[src/srw_pkg.sv]
// ----------------------------------------------------------------------------
// srw_pkg
// Shared types and constants of the sequence reorder window.
// ----------------------------------------------------------------------------
package srw_pkg;

   localparam int SESSIONS = 16;
   localparam int WINDOW   = 32;
   localparam int SESS_W   = 4;
   localparam int WIN_W    = $clog2(WINDOW);
   localparam int SLOT_W   = SESS_W + WIN_W;
   localparam int SLOTS    = SESSIONS * WINDOW;
   localparam int SEQ_W    = 16;
   localparam int DISP_W   = 3;

   localparam logic CMD_DELIVER = 1'b0;
   localparam logic CMD_CLEAR   = 1'b1;

   typedef enum logic [DISP_W-1:0] {
      DISP_RELEASED  = 3'd0,
      DISP_DUPLICATE = 3'd1,
      DISP_STORED    = 3'd2,
      DISP_COLLISION = 3'd3,
      DISP_EMPTY     = 3'd4,
      DISP_CLEARED   = 3'd5
   } disp_type;

   typedef struct packed {
      logic [SEQ_W-1:0] seq;
      logic [SEQ_W-1:0] handle;
      logic [SEQ_W-1:0] length;
   } slot_entry_type;

   typedef struct packed {
      logic [SEQ_W-1:0] a;
      logic [SEQ_W-1:0] b;
   } cmp_req_type;

   typedef struct packed {
      logic             lt;
      logic             eq;
      logic [SEQ_W-1:0] b_next;
   } cmp_rsp_type;

endpackage

[src/srw_cmp_unit.sv]
// ----------------------------------------------------------------------------
// srw_cmp_unit
// Shared 16-bit sequence compare and increment unit.
// ----------------------------------------------------------------------------
module srw_cmp_unit import srw_pkg::*; (
   input  cmp_req_type cmp_req,
   output cmp_rsp_type cmp_rsp
);

   assign cmp_rsp.lt     = cmp_req.a < cmp_req.b;
   assign cmp_rsp.eq     = cmp_req.a == cmp_req.b;
   assign cmp_rsp.b_next = cmp_req.b + SEQ_W'(1);

endmodule

[config.mk]
export PLATFORM = sky130hd
export DESIGN_NAME = srw_cmp_unit
export DESIGN_NICKNAME = d
export VERILOG_FILES = /design/src/srw_pkg.sv /design/src/srw_cmp_unit.sv
export SDC_FILE = /design/constraint.sdc
export NUM_CORES = 1
export LEC_CHECK = 0
export ABC_AREA = 1
export BUFFER_PORTS_ARGS = -buffer_cell sky130_fd_sc_hd__buf_2
export CORE_MARGIN = 5
export CORE_UTILIZATION = 40
export DETAILED_ROUTE_END_ITERATION = 6
export GPL_TIMING_DRIVEN = 0
export PLACE_DENSITY = 0.81
export SYNTH_ARGS = -nofsm -noshare
export SYNTH_HDL_FRONTEND = slang
export SYNTH_SLANG_ARGS = --single-unit
[constraint.sdc]
create_clock -name vclk -period 0.9
set_input_delay 0.045 -clock vclk [all_inputs]
set_output_delay 0.045 -clock vclk [all_outputs]
set_load 0.005 [all_outputs]
==> flow_summary.toml, run 1 <==
[status]
status = "stopped before the end"
lastStage = "global routing"
error_line = "[ERROR DPL-0033] detailed placement checks failed during check placement."

[die]
io_pins = 50
die_x_microns = 52.8
dieHeight_microns = 52.8
start_util_pct = 42.4
row_count = 15

[yosys]
syn_area_per_cell_sq_um = 6.00
ys_warn_count = 0
syn_inst = 122
ys_seq_area_share_pct = 0
syn-cell-area_sq_um = 732
syn_nets = 171
synth_cell_types = 19

[placed_design]
hpwl_microns = 1900
globalplace.congestion = 0.864
pre_cts_ws_ns = -0.326
port-buffer-count = 50

[sta]
endpoint_type = "top-level output"
postGrtWorstEndpoint = "cmp_rsp[14]"

[global_routing]
antenna_found_initial = 0
grt_max_degree = 6

[clocking]
postCtsHoldBufs = 0
-- cell families after synthesis --
logic type	share of synthesized area (%)
and+or+nand+nor	34.7
AOI/OAI and AO/OA	9.74
buffers and inverters	13.3
adders and majority gates	29.1
xor gates and xnor gates	13.2
-- per-stage QoR --
stage                     area, sq um  cells  util, %
after detailed placement         1020    197     58.9
after CTS                        1450    209     83.7
after global placement           1020    197     58.9
after floorplan                   736    122        -
-- Yosys cell counts, drive strengths merged --
master	number	share of area (%)
a21o	2	2.1
a21oi	6	4.1
ha	17	29
inv	26	13
nand2	32	17
nand3	6	4.8
nand4	2	1.7
nor2	10	5.1
nor3	6	6.3
o21a	1	1.0
o21ai	3	2.6
xor2	11	13
-- repair_timing --
item                       CTS
setup endpoints to repair   12
resized for setup           76
setup buffers               12
cloned                       0
pin swaps                   31
==> inputs of run 2 (changes only) <==
- CORE_AREA: unset -> 5 5 66 68
- CORE_MARGIN: 5 -> unset
- CORE_UTILIZATION: 40 -> unset
- DIE_AREA: unset -> 0 0 71 73
- PLACE_DENSITY: 0.81 -> unset
- PLACE_DENSITY_LB_ADDON: unset -> 0.15
- clock period: 0.9 -> 1.2 ns (I/O delays scaled with it)
==> flow_summary.toml, run 2 <==
[power]
power.density_nw_per_um2 = 298
finalPower_uw = 362
ir_drop_mv = 0.104
p_leak_nw = 0.652

[hold_path]
min_delay_path_depth = 3
min-delay-path-class = "primary input to output port"

[worst_setup_path]
crit_fanout = 2
crit_path_top_delay_cell = "ha_1"
end_kind = "output port"
worstPathRequired_ns = 1.14
cp.arrival_ns = 1.06
crit_chain = "buf_2, inv_1, ha_1, a21oi_2, o21a_1, nand2_1, a21oi_2, buf_2"
worstSetupPathType = "primary input to output port"
max_stage_delay_ns = 0.31
cp-start-kind = "primary input"

[yosys]
synth_top_area_cell = "ha_1"
ys_seq_area_share_pct = 0
yosys.area_share.simple_pct = 34.7
syn_inst = 122
synth_most_common_cell = "nand2_1"
synth_compound_gate_area_share_pct = 9.74
ys_top_cells_by_area = "ha_1, nand2_1, xor2_1, inv_1, nor2_1"
yosys-top-cells-count = "nand2_1, inv_1, ha_1"
synthMuxAreaShare_pct = 0
synth_top_family_by_area = "simple AND/OR/NAND/NOR gates"
synth_top_area_share_pct = 29.1
ys_warn_count = 0
synth-xor-area-share_pct = 13.2
synthAdderAreaFrac_pct = 29.1
syn-cell-area_sq_um = 732
synth_cell_types = 19
syn_area_per_cell_sq_um = 6.00
syn_nets = 171

[sta]
finalMaxSlewViolations = 0
tightest_slew_ns = 0.252
fin_crit_sh_pct = 93.5
finalHoldViolCount = 0
slew_headroom_pct = 83.1
rsz0062_at_grt = "true"
fin_tns_setup_ns = 0
min_period_ns = 1.12
fmax_mhz = 891
setup_viol = 0

[global_routing]
grt_pass1_wl_microns = 3930
grt_max_degree = 7
antenna_found_initial = 0
grt_remaining_overflow = 0
grtUsageTotal_pct = 8.86
grt_pass1_vias = 968

[drt]
drtIter0Drc = 12
wl_per_cell_microns = 10.7
ant_nets = 0
dr.pass1.iters = 4
num_vias = 911
vias_per_cell = 4.05
drt-total-wl_microns = 2420
drc = 0

[placed_design]
place_inst = 222
port-buffer-count = 50
globalplace.congestion = 0.752
hpwl_microns = 2140

[final_layout]
insertedDiodeCount = 0
seq_cells = 0
layout.nets = 226
num-clock-buffers = 0
area_growth_pct = 65.8
most-common-layout-cells = "buf_2, nand2_1, inv_1"
layout_commonest_cell = "buf_2"
finalNonFillerCells = 225
seq_area_sq_um = 0
drive_above_1_share_pct = 45.7

[status]
status = "finished, final reports clean"

[die]
die_x_microns = 71
io_pins = 50
dieHeight_microns = 73
dieArea_sq_um = 5180
start_util_pct = 19.3
coreArea_sq_um = 3800
row_count = 23

[clocking]
postCtsHoldBufs = 0

[job]
drv_cap = 0
==> run 2: routing by layer <==
| layer | vias up | GRT usage (%) | share of wire, % |
|---|---|---|---|
| met4 | 0 | 0 | 0 |
| met5 | - | 0 | 0 |
| met2 | 27 | 17.3 | 51 |
| li1 | 492 | - | - |
| met1 | 392 | 10.5 | 41 |
| met3 | 0 | 1.93 | 7.8 |
==> run 2: worst paths after layout <==
| kind | startpoint | to | slack (ns) |
|---|---|---|---|
| max | cmp_req[15] | cmp_rsp[17] | 0.08 |
| min | cmp_req[0] | cmp_rsp[0] | 0.38 |
==> run 2: final cells by class <==
cell class | instances | area (sq um)
fillers | 455 | 2580
repair buffers | 53 | 293
well taps | 50 | 62.6
inverters | 26 | 105
multi-input cells | 96 | 753
==> run 2: kinds of logic after synthesis <==
group                      Yosys count
adders and majority gates           17
AOI/OAI and AO/OA                   12
buffers and inverters               26
xor gates and xnor gates            11
and+or+nand+nor                     56
==> run 2: repair_timing <==
item	4_1_cts	5_1_grt
buffers inserted	1	2
pin swaps	2	11
endpoints found under the hold margin	0	0
endpoints found under the setup margin	6	6
gates resized for setup	6	29
==> run 2: report_power, final <==
part,internal (mW),switching (mW),total (mW)
clock network,0,0,0
logic,0.175,0.186,0.362
registers,0,0,0
==> run 2: critical path: cells and delay by family <==
kind                       cells  cell delay (ns)
AOI/OAI and AO/OA              3             0.36
buffers and inverters          3             0.26
adders and majority gates      1             0.31
and+or+nand+nor                1             0.06
==> run 2: per-stage QoR <==
stage | util [%] | setup WS (ns) | hold WS, ns | area, sq um
after floorplan | - | 0.247 | 0.147 | 732
after global placement | 27.5 | -0.0881 | 0.389 | 1040
final | 31.9 | 0.0783 | 0.385 | 1210
after detailed placement | 27.5 | -0.104 | 0.391 | 1040
after global routing | 31.9 | -0.0395 | 0.405 | 1210
after CTS | 28.4 | 0.00267 | 0.393 | 1080
No activity file was read; power rests on OpenSTA's default activity.
