===== config.mk =====
export PLATFORM = sky130hd
export DESIGN_NAME = srw_ctrl
export DESIGN_NICKNAME = d
export VERILOG_FILES = /design/src/srw_pkg.sv /design/src/srw_ctrl.sv
export SDC_FILE = /design/constraint.sdc
export NUM_CORES = 1
export LEC_CHECK = 0
export CAP_MARGIN = 40
export CELL_PAD_IN_SITES_DETAIL_PLACEMENT = 0
export CELL_PAD_IN_SITES_GLOBAL_PLACEMENT = 1
export CORE_MARGIN = 3
export CORE_UTILIZATION = 51
export CTS_BUF_LIST = sky130_fd_sc_hd__clkbuf_8
export DETAILED_ROUTE_END_ITERATION = 16
export DONT_BUFFER_PORTS = 1
export PLACE_DENSITY = 0.8
export SLEW_MARGIN = 0
export SYNTH_ARGS = -nofsm -noshare
export SYNTH_HDL_FRONTEND = slang
export SYNTH_SLANG_ARGS = --single-unit
export TNS_END_PERCENT = 50

===== constraint.sdc =====
create_clock -name clock -period 3.95 [get_ports clock]
set_input_delay 0.79 -clock clock [delete_from_list [all_inputs] [get_ports clock]]
set_output_delay 0.79 -clock clock [all_outputs]
set_load 0.01 [all_outputs]

===== src/srw_pkg.sv =====
// ----------------------------------------------------------------------------
// srw_pkg
// Shared types and constants of the sequence reorder window.
// ----------------------------------------------------------------------------
package srw_pkg;

   localparam int SESSIONS = 16;
   localparam int WINDOW   = 32;
   localparam int SESS_W   = 4;
   localparam int WIN_W    = $clog2(WINDOW);
   localparam int SLOT_W   = SESS_W + WIN_W;
   localparam int SLOTS    = SESSIONS * WINDOW;
   localparam int SEQ_W    = 16;
   localparam int DISP_W   = 3;

   localparam logic CMD_DELIVER = 1'b0;
   localparam logic CMD_CLEAR   = 1'b1;

   typedef enum logic [DISP_W-1:0] {
      DISP_RELEASED  = 3'd0,
      DISP_DUPLICATE = 3'd1,
      DISP_STORED    = 3'd2,
      DISP_COLLISION = 3'd3,
      DISP_EMPTY     = 3'd4,
      DISP_CLEARED   = 3'd5
   } disp_type;

   typedef struct packed {
      logic [SEQ_W-1:0] seq;
      logic [SEQ_W-1:0] handle;
      logic [SEQ_W-1:0] length;
   } slot_entry_type;

   typedef struct packed {
      logic [SEQ_W-1:0] a;
      logic [SEQ_W-1:0] b;
   } cmp_req_type;

   typedef struct packed {
      logic             lt;
      logic             eq;
      logic [SEQ_W-1:0] b_next;
   } cmp_rsp_type;

endpackage


===== src/srw_ctrl.sv =====
// ----------------------------------------------------------------------------
// srw_ctrl
// Sequencer: session lookup, classify, store, and in-order drain.
// ----------------------------------------------------------------------------
module srw_ctrl import srw_pkg::*; (
   input  logic                  clock,
   input  logic                  reset,
   input  logic                  req_valid,
   output logic                  req_stall,
   input  logic                  req_command,
   input  logic [SESS_W-1:0]     req_session_slot,
   input  logic [SEQ_W-1:0]      req_seq_number,
   input  logic [SEQ_W-1:0]      req_payload_handle,
   input  logic [SEQ_W-1:0]      req_payload_length,
   output cmp_req_type           cmp_req,
   input  cmp_rsp_type           cmp_rsp,
   output logic                  ram_wr_en,
   output logic [SLOT_W-1:0]     ram_wr_addr,
   output slot_entry_type        ram_wr_data,
   output logic                  ram_rd_en,
   output logic [SLOT_W-1:0]     ram_rd_addr,
   input  slot_entry_type        ram_rd_data,
   output logic                  rsp_valid,
   input  logic                  rsp_stall,
   output logic [DISP_W-1:0]     rsp_disposition,
   output logic [SEQ_W-1:0]      rsp_out_handle,
   output logic [SEQ_W-1:0]      rsp_out_length,
   output logic [SEQ_W-1:0]      rsp_out_seq,
   output logic                  rsp_last
);

   typedef enum logic [2:0] {
      S_IDLE,
      S_LOAD,
      S_DECIDE,
      S_DRAIN_RD,
      S_DRAIN_CHK,
      S_DONE
   } state_type;

   state_type         state_ff;
   logic              cmd_ff;
   logic [SESS_W-1:0] sess_ff;
   logic [SEQ_W-1:0]  seq_ff;
   logic [SEQ_W-1:0]  handle_ff;
   logic [SEQ_W-1:0]  length_ff;
   logic [SEQ_W-1:0]  expw_ff;
   logic [WINDOW-1:0] mask_ff;
   slot_entry_type    pend_ff;
   logic [SESSIONS-1:0] row_valid_ff;
   logic [SEQ_W-1:0]  exp_mem_ff [SESSIONS];

   // occupancy mask per session; rows are valid once written
   logic [WINDOW-1:0] mask_mem [SESSIONS];
   logic [WINDOW-1:0] mask_q_ff;

   logic              rsp_valid_ff;
   disp_type          rsp_disp_ff;
   slot_entry_type    rsp_entry_ff;
   logic              rsp_last_ff;

   logic              accept;
   logic              out_free;
   logic [WIN_W-1:0]  seq_idx;
   logic [WIN_W-1:0]  exp_idx;
   logic              is_clear;
   logic              is_empty;
   logic              is_dup;
   logic              is_coll;
   logic              is_store;

   assign accept    = req_valid && (state_ff == S_IDLE);
   assign req_stall = (state_ff != S_IDLE);
   assign out_free  = !rsp_valid_ff || !rsp_stall;
   assign seq_idx   = seq_ff[WIN_W-1:0];
   assign exp_idx   = expw_ff[WIN_W-1:0];

   assign cmp_req.a = (state_ff == S_DRAIN_CHK) ? ram_rd_data.seq : seq_ff;
   assign cmp_req.b = expw_ff;

   // classification of the transaction in S_DECIDE
   assign is_clear = (cmd_ff == CMD_CLEAR);
   assign is_empty = !is_clear && (length_ff == '0);
   assign is_dup   = !is_clear && !is_empty && cmp_rsp.lt;
   assign is_coll  = !is_clear && !is_empty && !cmp_rsp.lt && !cmp_rsp.eq && mask_ff[seq_idx];
   assign is_store = !is_clear && !is_empty && !cmp_rsp.lt && !cmp_rsp.eq && !mask_ff[seq_idx];

   assign ram_wr_en   = (state_ff == S_DECIDE) && out_free && is_store;
   assign ram_wr_addr = {sess_ff, seq_idx};
   assign ram_wr_data = '{seq: seq_ff, handle: handle_ff, length: length_ff};
   assign ram_rd_en   = (state_ff == S_DRAIN_RD) && mask_ff[exp_idx];
   assign ram_rd_addr = {sess_ff, exp_idx};

   always_ff @(posedge clock) begin
      if (accept) begin
         mask_q_ff <= mask_mem[req_session_slot];
      end
      if (state_ff == S_DONE) begin
         mask_mem[sess_ff] <= mask_ff;
      end
   end

   always_ff @(posedge clock) begin
      if (reset) begin
         state_ff     <= S_IDLE;
         rsp_valid_ff <= 1'b0;
         row_valid_ff <= '0;
         for (int i = 0; i < SESSIONS; i++) begin
            exp_mem_ff[i] <= '0;
         end
      end else begin
         if (rsp_valid_ff && !rsp_stall) begin
            rsp_valid_ff <= 1'b0;
         end
         unique case (state_ff)
            S_IDLE: begin
               if (accept) begin
                  cmd_ff    <= req_command;
                  sess_ff   <= req_session_slot;
                  seq_ff    <= req_seq_number;
                  handle_ff <= req_payload_handle;
                  length_ff <= req_payload_length;
                  state_ff  <= S_LOAD;
               end
            end
            S_LOAD: begin
               mask_ff  <= row_valid_ff[sess_ff] ? mask_q_ff : '0;
               expw_ff  <= exp_mem_ff[sess_ff];
               state_ff <= S_DECIDE;
            end
            S_DECIDE: begin
               if (out_free) begin
                  rsp_entry_ff <= '0;
                  rsp_last_ff  <= 1'b1;
                  priority if (is_clear) begin
                     rsp_valid_ff <= 1'b1;
                     rsp_disp_ff  <= DISP_CLEARED;
                     mask_ff      <= '0;
                     expw_ff      <= '0;
                     state_ff     <= S_DONE;
                  end else if (is_empty) begin
                     rsp_valid_ff <= 1'b1;
                     rsp_disp_ff  <= DISP_EMPTY;
                     state_ff     <= S_DONE;
                  end else if (is_dup) begin
                     rsp_valid_ff <= 1'b1;
                     rsp_disp_ff  <= DISP_DUPLICATE;
                     state_ff     <= S_DONE;
                  end else if (is_coll) begin
                     rsp_valid_ff <= 1'b1;
                     rsp_disp_ff  <= DISP_COLLISION;
                     state_ff     <= S_DONE;
                  end else if (is_store) begin
                     rsp_valid_ff     <= 1'b1;
                     rsp_disp_ff      <= DISP_STORED;
                     mask_ff[seq_idx] <= 1'b1;
                     state_ff         <= S_DONE;
                  end else begin
                     // in-order packet: hold it until we know whether it is last
                     pend_ff  <= '{seq: seq_ff, handle: handle_ff, length: length_ff};
                     expw_ff  <= cmp_rsp.b_next;
                     state_ff <= S_DRAIN_RD;
                  end
               end
            end
            S_DRAIN_RD: begin
               if (mask_ff[exp_idx]) begin
                  state_ff <= S_DRAIN_CHK;
               end else if (out_free) begin
                  rsp_valid_ff <= 1'b1;
                  rsp_disp_ff  <= DISP_RELEASED;
                  rsp_entry_ff <= pend_ff;
                  rsp_last_ff  <= 1'b1;
                  state_ff     <= S_DONE;
               end
            end
            S_DRAIN_CHK: begin
               if (out_free) begin
                  rsp_valid_ff <= 1'b1;
                  rsp_disp_ff  <= DISP_RELEASED;
                  rsp_entry_ff <= pend_ff;
                  if (cmp_rsp.eq) begin
                     rsp_last_ff      <= 1'b0;
                     pend_ff          <= ram_rd_data;
                     mask_ff[exp_idx] <= 1'b0;
                     expw_ff          <= cmp_rsp.b_next;
                     state_ff         <= S_DRAIN_RD;
                  end else begin
                     rsp_last_ff <= 1'b1;
                     state_ff    <= S_DONE;
                  end
               end
            end
            S_DONE: begin
               exp_mem_ff[sess_ff]   <= expw_ff;
               row_valid_ff[sess_ff] <= 1'b1;
               state_ff              <= S_IDLE;
            end
            default: begin
               state_ff <= S_IDLE;
            end
         endcase
      end
   end

   assign rsp_valid       = rsp_valid_ff;
   assign rsp_disposition = rsp_disp_ff;
   assign rsp_out_handle  = rsp_entry_ff.handle;
   assign rsp_out_length  = rsp_entry_ff.length;
   assign rsp_out_seq     = rsp_entry_ff.seq;
   assign rsp_last        = rsp_last_ff;

   a_accept_load: assert property (@(posedge clock) disable iff (reset)
      accept |=> state_ff == S_LOAD)
      else $error("accepted transaction did not start lookup");

   a_chk_occupied: assert property (@(posedge clock) disable iff (reset)
      state_ff == S_DRAIN_CHK |-> mask_ff[exp_idx])
      else $error("drain check on an empty slot");

   a_store_marks: assert property (@(posedge clock) disable iff (reset)
      ram_wr_en |=> mask_ff[seq_idx] && state_ff == S_DONE)
      else $error("stored entry not marked occupied");

   a_done_row: assert property (@(posedge clock) disable iff (reset)
      state_ff == S_DONE |=> row_valid_ff[sess_ff] && state_ff == S_IDLE)
      else $error("session row not committed");

endmodule


==> results of run 1 <==
what timing repair did:
action / in CTS / in global routing
hold endpoints to repair: 21 / 0
pin swaps: 1 / 5
resized for setup: 17 / 7
buffers inserted: 5 / 8
hold buffers: 17 / 0
endpoints found under the setup margin: 1 / 2
routing by layer:
metal,up-vias,routed length (um),global-route usage [%]
met2,1169,49200,36.9
met3,188,10100,6.63
li1,9797,-,-
met5,-,0,0
met1,12000,41000,33.3
met4,0,2410,7.78
through the flow:
step | setup TNS [ps] | util (%) | std cells | setup slack (ps)
5_1_grt | -45.1 | 58.1 | 3765 | -45.1
6_report | 0 | 58.1 | 3765 | 15.9
2_1_floorplan | 0 | - | 2454 | 67.7
4_1_cts | 0 | 58.0 | 3754 | 8.24
3_3_place_gp | 0 | 53.8 | 3431 | 420
3_5_place_dp | 0 | 54.0 | 3439 | 387
synthesized netlist by cell type (6+ instances only):
| master | instances | area share [%] |
|---|---|---|
| nor2b_1 | 8 | 0.12 |
| buf_4 | 16 | 0.28 |
| o221ai_1 | 6 | 0.12 |
| edfxtp_1 | 1001 | 71 |
| a21oi_1 | 116 | 1.4 |
| clkbuf_1 | 121 | 1.1 |
| mux4_2 | 245 | 13 |
| o211ai_1 | 26 | 0.46 |
| or3_1 | 7 | 0.10 |
| nor2_1 | 54 | 0.48 |
| nand2_1 | 287 | 2.5 |
| nor4_1 | 15 | 0.22 |
| and2_1 | 229 | 3.4 |
| buf_1 | 24 | 0.21 |
| nor3_1 | 38 | 0.45 |
| mux2i_1 | 28 | 0.66 |
| a21o_1 | 37 | 0.66 |
| buf_2 | 22 | 0.26 |
| o21ai_0 | 40 | 0.47 |
| nand3_1 | 9 | 0.11 |
| inv_1 | 23 | 0.20 |
| a22oi_1 | 6 | 0.11 |
| dfxtp_1 | 24 | 1.1 |
| nand2b_1 | 12 | 0.18 |
sequential cells by signal, summed over array words and instances, names as in the netlist, 3 cells and up, named ones only:
register	cells
exp_mem_ff	256
expw_ff	16
handle_ff	16
length_ff	16
mask_ff	32
mask_mem	512
mask_q_ff	32
pend_ff	48
row_valid_ff	16
rsp_disposition	3
rsp_out_handle	16
rsp_out_length	16
rsp_out_seq	16
seq_ff	16
sess_ff	4
state_ff	3
layout by cell type, fill, tap and decap left out, types with 4 or more instances in the layout:
| master | Yosys | routed |
|---|---|---|
| a21o_1 | 37 | 37 |
| a21oi_1 | 116 | 113 |
| a22oi_1 | 6 | 5 |
| a31oi_1 | 5 | 4 |
| and2_1 | 229 | 226 |
| buf_12 | 0 | 4 |
| buf_4 | 16 | 108 |
| buf_6 | 5 | 4 |
| clkbuf_8 | 0 | 166 |
| clkinv_1 | 0 | 41 |
| clkinv_2 | 0 | 17 |
| clkinvlp_4 | 0 | 6 |
| dfxtp_1 | 24 | 22 |
| diode_2 | 0 | 4 |
| dlygate4sd3_1 | 0 | 17 |
| edfxtp_1 | 1001 | 1001 |
| inv_1 | 23 | 74 |
| mux2_2 | 4 | 4 |
| mux2i_1 | 28 | 28 |
| mux4_2 | 245 | 245 |
| nand2_1 | 287 | 285 |
| nand2b_1 | 12 | 12 |
| nand3_1 | 9 | 9 |
| nor2_1 | 54 | 36 |
| nor2_4 | 0 | 18 |
| nor2b_1 | 8 | 8 |
| nor3_1 | 38 | 36 |
| nor4_1 | 15 | 15 |
| o211ai_1 | 26 | 26 |
| o21ai_0 | 40 | 23 |
| o21ai_1 | 4 | 21 |
| o221ai_1 | 6 | 6 |
| or3_1 | 7 | 6 |
cell type report:
type | count | area, sq um | area share [%]
tap | 1060 | 1330 | 2.81
inverter | 23 | 86.3 | 0.183
timing repair buffer | 142 | 1230 | 2.61
clock inverter | 127 | 674 | 1.43
sequential | 1025 | 30500 | 64.7
multi-input combinational | 1218 | 11100 | 23.5
clock buffer | 166 | 2280 | 4.84
antenna | 4 | 10.0 | 0.0212
critical path, stage by stage (launching register included):
cell	delay, ps
edfxtp_1	700
buf_6	220
nor3b_2	50
buf_4	160
a221oi_2	290
a21oi_2	80
a2111oi_4	410
or3_4	230
nor3_2	40
buf_4	160
cells by family (layout without fill, tap and decap cells):
group,after synthesis,in the layout,synth area share [%]
other,0,4,0
AO/OA/AOI/OAI,259,259,3.69
AND/OR/NAND/NOR,680,680,7.99
buffers and inverters,211,458,2.17
multiplexers,279,279,13.9
flip-flops,1025,1025,72.2
power by group through the flow:
stage	sequential [mW]	combinational, mW	clock, mW
final	13.1	2.15	8.27
after global routing	13.1	2.30	8.96
after CTS	13.1	2.10	8.47
after detailed placement	13.3	2.05	0
after global placement	13.3	1.95	0
after floorplan	13.1	1.47	0
worst max-delay path by stage:
| stage | endpoint | slack (ps) | cells past startpoint |
|---|---|---|---|
| after floorplan | pend_ff[0]$_DFFE_PP_ | 70 | 5 |
| after global placement | ram_wr_en | 420 | 9 |
| after detailed placement | ram_wr_en | 390 | 9 |
| after CTS | ram_wr_en | 8 | 9 |
| after global routing | ram_wr_en | -50 | 8 |
| final | ram_wr_en | 20 | 9 |
==> reports/results.ini, run 1 <==
[synthesis]
synth.cell_area_sq_um = 42300
netlist_instances = 2454
synth_edf_count = 1001
synth-main-ff-cell = edfxtp_1
yosysUniqueCellTypes = 47
yosysWarnings = 0
syn_nets = 2577
synth_seq_area_share_pct = 72.2
ys_ff_latch = 1025
syn_area_per_cell_sq_um = 17.2
async_flop_share_pct = 0

[worst_setup_path]
rr_startpoint = expw_ff[1]$_DFFE_PP_
r2r_end = rsp_out_length[15]$_SDFFCE_PN0P_
reg2reg_depth = 7
crit_path_end_kind = primary output
ff2ff_setup_slack_ps = 640
required_ps = 3160
crit_arrival_ps = 3140
worstSetupStartpoint = seq_ff[4]$_DFFE_PP_
crit_type = reg2out
worstPathMaxFanout = 7
start_kind = register

[global_routing]
grt_antenna_before_repair = 6
grt_pass1_vias = 23400
grt_first_pass_wirelength_mm = 152
grt_start_max_net_pins = 131
gr-total-overflow = 0
grt_usage_pct = 23.8

[sta]
rsz0062_at_grt = true
min_period_over_period_pct = 99.6
max_freq_ghz = 0.254
finalMaxSlewViolations = 0
relSlewSlack_pct = 40.1
max_slew.worst_pin.slew_ps = 897
finClkSkew_ps = 35.3
worst_hold_slack_ps = 74.1
setup_viol = 0
hold_viol = 0
fin_crit_ps = 3930

[clocking]
clock_sinks = 1025
cts_buffers = 163
worst_skew_pair.late_latency_ps = 810
cts-htree-levels = 4
cts-root-buf = clkbuf_8
clk_pin_slew_worst_paths_ps = 60
tritoncts = done
clock_path_buffers = 3

[detailed_routing]
vias = 23100
drt-initial-drc-count = 2526
drcViolationCount = 0
wl_per_cell_um = 27.3
drt_wl_total_mm = 103
via_per_inst = 6.15
postRouteAntennaNets = 0
first_pass_iters = 5

[pwr]
p_total_mw = 23.5
leakage_nw = 16.3
vdd_drop_max_uv = 387
p_clk_share_pct = 35.2
p_comb_share_pct = 9.1
switchingPower_mw = 5.96
swShare_pct = 25.4
powerDensity_nw_per_um2 = 497
power_frac_seq_pct = 55.7
p_int_mw = 17.5

[outcome]
outcome = completed

[worst_hold_path]
hold_class = in2reg
holdPathStages = 1
whs_endpoint = row_valid_ff[13]$_SDFFE_PP0P_
hp-start = reset

[die]
boundaryPins = 277
dieArea_sq_um = 86400
die_w_um = 294
core_area_sq_um = 81300
die_h_um = 294
fp-row-count = 104
start_util_pct = 52.0

[final_layout]
synthToLayoutAreaGrowth_pct = 11.7
n_fill_cell = 5998
drive_above_1_share_pct = 23.1
fin_nets = 2696
fin_area_sq_um = 47200

[placed_design]
gp_congestion = 0.895
portBuffers = 0
placed_area_sq_um = 43900
hpwl_mm = 63.2

[flow_run]
drv_cap = 0

No activity file was read; power rests on OpenSTA's default activity.
==> run 2: changes to the inputs <==
Settings changed: PLACE_DENSITY 0.8 to default, PLACE_DENSITY_LB_ADDON from default to 0.1.
==> run 2 against run 1 <==
First-iteration DRC count fell by 8.2%; core utilization increased by 0.13 points; clock skew hardly changed; wire length is 7.4% higher; die area is the same; total power rose by 0.88%; critical path type unchanged.
==> reports/results.ini, run 2 (same netlist as run 1, synthesis figures left out) <==
[placed_design]
portBuffers = 0  ; unchanged
hpwl_mm = 64.6  ; +2.3%
gp_congestion = 0.853  ; -4.6%
placed_area_sq_um = 43900  ; about the same

[clocking]
clock_sinks = 1025  ; unchanged
cts-root-buf = clkbuf_8
clock_path_buffers = 3  ; unchanged
tritoncts = done
cts_buffers = 166  ; +1.8%
clk_pin_slew_worst_paths_ps = 60  ; about the same
worst_skew_pair.late_latency_ps = 810  ; about the same
cts-htree-levels = 4  ; unchanged

[sta]
finalMaxSlewViolations = 0  ; unchanged
relSlewSlack_pct = 39.7  ; -0.39 points
fin_crit_ps = 3900  ; -36.3 ps
rsz0062_at_grt = true
hold_viol = 0  ; unchanged
finClkSkew_ps = 35.8  ; +0.493 ps
max_slew.worst_pin.slew_ps = 903  ; +5.82 ps
setup_viol = 0  ; unchanged
min_period_over_period_pct = 98.7  ; -0.92 points
max_freq_ghz = 0.257  ; +0.93%
tns_ps = 0  ; unchanged

[die]
dieArea_sq_um = 86400  ; unchanged
die_h_um = 294  ; unchanged
fp-row-count = 104  ; unchanged
core_area_sq_um = 81300  ; unchanged
boundaryPins = 277  ; unchanged
die_w_um = 294  ; unchanged
start_util_pct = 52.0  ; unchanged

[detailed_routing]
drt_wl_total_mm = 110  ; +7.4%
drt-initial-drc-count = 2320  ; -8.2%
vias = 22900  ; -0.93%
drcViolationCount = 0  ; unchanged
first_pass_iters = 5  ; unchanged
postRouteAntennaNets = 0  ; unchanged
via_per_inst = 6.11  ; -0.51%
wl_per_cell_um = 29.4  ; +7.8%

[worst_setup_path]
path_buf_inv = 2  ; -1
slowest_delay_ps = 600  ; -100 ps
required_ps = 3160  ; about the same
crit_arrival_ps = 3110  ; -30 ps
crit_path_end_kind = primary output
cp_top_family = compound AO/OA/AOI/OAI gates
worstPathMaxFanout = 7  ; unchanged
cp_slowest_cell = edfxtp_1
start_kind = register
crit_type = reg2out
path_cells = buf_6 -> and3_4 -> a22oi_2 -> nand2_1 -> a2111oi_4 -> or3_4 -> nor3_2 -> buf_4

[final_layout]
layout_commonest_cell = edfxtp_1
largest_reg_flops = 512  ; unchanged
layout_common_cells = edfxtp_1, nand2_1, mux4_2
largest-register = mask_mem
drive_above_1_share_pct = 23.4  ; +0.27 points
fin_nets = 2693  ; -0.11%
top_regs = mask_mem: 512 flops, exp_mem_ff: 256 flops, pend_ff: 48 flops
fin_area_sq_um = 47400  ; +0.23%
synthToLayoutAreaGrowth_pct = 12.0

[global_routing]
grt_pass1_vias = 23500  ; +0.40%
grt_usage_pct = 25.7  ; +1.9 points
grt_first_pass_wirelength_mm = 160  ; +5.7%
grt_antenna_before_repair = 4  ; -2
grt_start_max_net_pins = 131  ; unchanged
gr-total-overflow = 0  ; unchanged

[pwr]
powerDensity_nw_per_um2 = 500  ; +0.65%
vdd_drop_max_uv = 320  ; -17%
p_comb_share_pct = 9.0  ; about the same
p_clk_share_pct = 35.7  ; +0.5 points
switchingPower_mw = 5.91  ; -0.75%
power_frac_seq_pct = 55.4  ; -0.3 points
swShare_pct = 25.0  ; -0.41 points
p_int_mw = 17.8  ; +1.4%
leakage_nw = 16.3  ; about the same
p_total_mw = 23.7  ; +0.88%

[flow_run]
drv_cap = 0  ; unchanged

[outcome]
outcome = completed

[worst_hold_path]
hold_class = in2reg

## run 2: cell types whose count changed in the layout (fill, tap and decap cells not counted), moves of 5 or more
cell      previous run  this run
nor2_1              36        30
clkbuf_8           166       175
nor2_2               0         6
buf_4              108        96
clkinv_2            17        12
clkinv_1            41        36
## run 2: worst paths after layout
kind,from,to,slack [ps],depth (start not counted)
setup / recovery,seq_ff[3]$_DFFE_PP_,ram_wr_en,50,8
hold / removal,req_payload_handle[11],handle_ff[11]$_DFFE_PP_,80,0
setup reg to reg,expw_ff[0]$_DFFE_PP_,rsp_disposition[2]$_SDFFCE_PP0P_,580,6
hold reg to reg,row_valid_ff[10]$_SDFFE_PP0P_,row_valid_ff[10]$_SDFFE_PP0P_,450,1
## run 2: final cells by class
| cell class | instances | area, sq um |
|---|---|---|
| Fill cell | 6183 | 34000 |
| Sequential cell | 1025 | 30500 |
| Multi-Input combinational cell | 1218 | 11100 |
| Clock buffer | 175 | 2410 |
| Tap cell | 1060 | 1330 |
| Timing Repair Buffer | 136 | 1250 |
| Clock inverter | 110 | 601 |
| Inverter | 23 | 86.3 |
| Antenna cell | 2 | 5.00 |
## run 2: through the flow
step,setup WS [ps],cells,utilization [%],hold slack [ps]
finish,52.2,3749,58.2,82.0
global route,-88.4,3749,58.2,18.2
CTS,1.49,3741,58.1,0.681
detailed placement,405,3433,54.0,440
global placement,465,3425,53.9,428
floorplan,67.7,2454,-,418
## run 2: metal layers
metal	up-vias	track usage, %	share of wire (%)
li1	9770	-	-
met1	12100	34.6	40
met2	902	42.9	51
met3	183	5.00	6.9
met4	2	7.95	2.4
met5	-	0	0.014
## run 2: power groups by stage
stage          clock network (mW)  registers [mW]  logic [mW]
6_report                     8.45            13.1        2.13
5_1_grt                      9.17            13.2        2.28
4_1_cts                      8.66            13.1        2.11
3_5_place_dp                    0            13.4        2.04
3_3_place_gp                    0            13.3        1.97
2_1_floorplan                   0            13.1        1.47
## run 2: what timing repair did
action                                 4_1_cts  5_1_grt
pin swaps                                    2        6
setup endpoints to repair                    2        2
gates cloned                                 0        0
gates resized for setup                     21        7
buffers inserted                             5        7
endpoints found under the hold margin       21        0
hold buffers                                18        0
==> run 3: changes to the inputs <==
==> constraint.sdc (replaced) <==
create_clock -name clock -period 3.95 [get_ports clock]
set_input_delay 0.79 -clock clock [delete_from_list [all_inputs] [get_ports clock]]
set_output_delay 0.79 -clock clock [all_outputs]
set_load 0.1 [all_outputs]
==> run 3 against run 2 <==
Worst hold slack got worse by 11 ps; critical path depth increased by 1; sequential share of layout area decreased by 3.9 points; clock power about the same; first-iteration DRC count decreased by 11%; sequential power about the same; global-route usage increased by 0.45 points; total power increased by 7.4%; core utilization increased by 3.7 points; critical endpoint unchanged; largest cell class unchanged.
==> reports/results.ini, run 3 (same netlist as run 1, synthesis figures left out) <==
[sta]
max_freq_ghz = 0.256  ; -0.11%
finalMaxSlewViolations = 0  ; unchanged
hold_viol = 0  ; unchanged
setup_viol = 0  ; unchanged
tns_ps = 0  ; unchanged
relSlewSlack_pct = 38.5  ; -1.2 points
finClkSkew_ps = 41.5  ; +5.67 ps
rsz0062_at_grt = true
fin_crit_ps = 3900  ; +4.31 ps
worst_hold_slack_ps = 71.2  ; -10.8 ps
min_period_over_period_pct = 98.8  ; +0.11 points
max_slew.worst_pin.slew_ps = 920  ; +17.1 ps

[placed_design]
placed_area_sq_um = 46900  ; +6.7%
portBuffers = 0  ; unchanged
gp_congestion = 0.911  ; +6.8%
hpwl_mm = 68.4  ; +5.9%

[final_layout]
fin_area_sq_um = 50400  ; +6.4%
synthToLayoutAreaGrowth_pct = 19.2
layout_common_cells = edfxtp_1, nand2_1, mux4_2
layout_commonest_cell = edfxtp_1
drive_above_1_share_pct = 27.6  ; +4.2 points
top_regs = mask_mem: 512 flops, exp_mem_ff: 256 flops, pend_ff: 48 flops
fin_nets = 2861  ; +6.2%
largest-register = mask_mem
largest_reg_flops = 512  ; unchanged

[worst_setup_path]
crit_type = reg2out
cpMostUsedCell = buf_4
r2r_end = rsp_disposition[1]$_SDFFCE_PP0P_
required_ps = 3160  ; about the same
path_cells = buf_4 -> and3_2 -> a22oi_1 -> a21oi_2 -> a2111oi_4 -> buf_4 -> or3_4 -> nor3_4 -> buf_12
worstPathMaxFanout = 7  ; unchanged
cp_slowest_cell = edfxtp_1
ff2ff_setup_slack_ps = 600  ; +20 ps
start_kind = register
crit_arrival_ps = 3110  ; about the same
crit_path_end_kind = primary output
rr_startpoint = expw_ff[1]$_DFFE_PP_
reg2reg_depth = 7  ; +1
slowest_delay_ps = 520  ; -80 ps

[worst_hold_path]
hold_class = in2reg
holdPathStages = 0  ; unchanged
whs_endpoint = handle_ff[15]$_DFFE_PP_
hp-start = req_payload_handle[15]

[detailed_routing]
via_per_inst = 6.00  ; -1.9%
wl_per_cell_um = 28.5  ; -3.3%
first_pass_iters = 7  ; +2
vias = 23600  ; +3.0%
drt_wl_total_mm = 112  ; +1.6%
drt-initial-drc-count = 2075  ; -11%
postRouteAntennaNets = 0  ; unchanged
drcViolationCount = 0  ; unchanged

[die]
fp-row-count = 104  ; unchanged
core_area_sq_um = 81300  ; unchanged
die_h_um = 294  ; unchanged
dieArea_sq_um = 86400  ; unchanged
die_w_um = 294  ; unchanged
start_util_pct = 52.0  ; unchanged
boundaryPins = 277  ; unchanged

[global_routing]
gr-total-overflow = 0  ; unchanged
grt_usage_pct = 26.2  ; +0.45 points
grt_antenna_before_repair = 7  ; +3
grt_start_max_net_pins = 131  ; unchanged
grt_pass1_vias = 24500  ; +4.3%
grt_first_pass_wirelength_mm = 164  ; +2.4%

[clocking]
cts_buffers = 166  ; unchanged
worst_skew_pair.late_latency_ps = 830  ; +20 ps
cts-htree-levels = 4  ; unchanged
clk_pin_slew_worst_paths_ps = 60  ; about the same
cts-root-buf = clkbuf_8
clock_path_buffers = 3  ; unchanged
clock_sinks = 1025  ; unchanged
tritoncts = done

[pwr]
vdd_drop_max_uv = 326  ; +1.9%
leakage_nw = 17.8  ; +9.6%
powerDensity_nw_per_um2 = 505  ; +0.95%

[flow_run]
drv_cap = 0  ; unchanged

[outcome]
outcome = completed

[run 3: cell count changes in the layout (fill, tap and decap cells not counted), moves of 6 or more]
cell,previous run,this run
buf_16,3,87
buf_4,96,169
buf_8,2,10
clkinv_1,36,42
inv_1,71,78
[run 3: repair_timing]
action	4_1_cts	5_1_grt
endpoints found under the setup margin	2	2
hold buffers	15	0
endpoints found under the hold margin	20	0
resized for setup	9	10
gates cloned	0	0
setup buffers	20	6
pin swaps	1	0
[run 3: through the flow]
step	util, %	total power, mW	worst slack (ps)	std cells
after detailed placement	57.7	17.2	274	3589
after global placement	54.9	16.6	329	3501
final	62.0	25.5	47.9	3937
after CTS	61.9	25.6	-0.756	3926
after floorplan	-	15.7	-399	2454
after global routing	62.0	26.4	-39.1	3934
[run 3: worst max path at each step]
stage,start,slack (ps),cells past startpoint,end
6_report,seq_ff[2]$_DFFE_PP_,50,9,ram_wr_en
5_1_grt,mask_ff[7]$_DFFE_PP_,-40,8,ram_wr_en
4_1_cts,mask_ff[0]$_DFFE_PP_,-0.8,8,ram_wr_en
3_5_place_dp,expw_ff[1]$_DFFE_PP_,270,7,rsp_disposition[1]$_SDFFCE_PP0P_
3_3_place_gp,seq_ff[1]$_DFFE_PP_,330,9,ram_wr_en
2_1_floorplan,seq_ff[0]$_DFFE_PP_,-400,6,ram_wr_en
[run 3: final cells by class]
cell class                 count  area [sq um]
antenna                        5          12.5
inverter                      23          86.3
clock buffer                 175          2410
timing repair buffer         304          4280
sequential                  1025         30500
tap                         1060          1330
clock inverter               127           648
multi-input combinational   1218         11100
fill                        5808         30900
[run 3: metal layers]
layer	vias to the layer above	wire, um	GRT usage [%]
met5	-	7	0
met2	961	57700	44.5
li1	10100	-	-
met3	206	7290	5.58
met1	12300	44100	34.1
met4	2	2970	8.13
[run 3: critical path, delay by kind of cell, from the launching register on]
| kind | cells | cell delay, ps |
|---|---|---|
| compound gates | 3 | 790 |
| buf+inv | 3 | 570 |
| flops | 1 | 520 |
| simple gates | 3 | 410 |
[run 3: report_power, final]
group          switching, mW  internal (mW)
Combinational           2.66           1.36
Clock                   4.23           4.21
Sequential             0.422           12.6
Total                   7.32           18.1
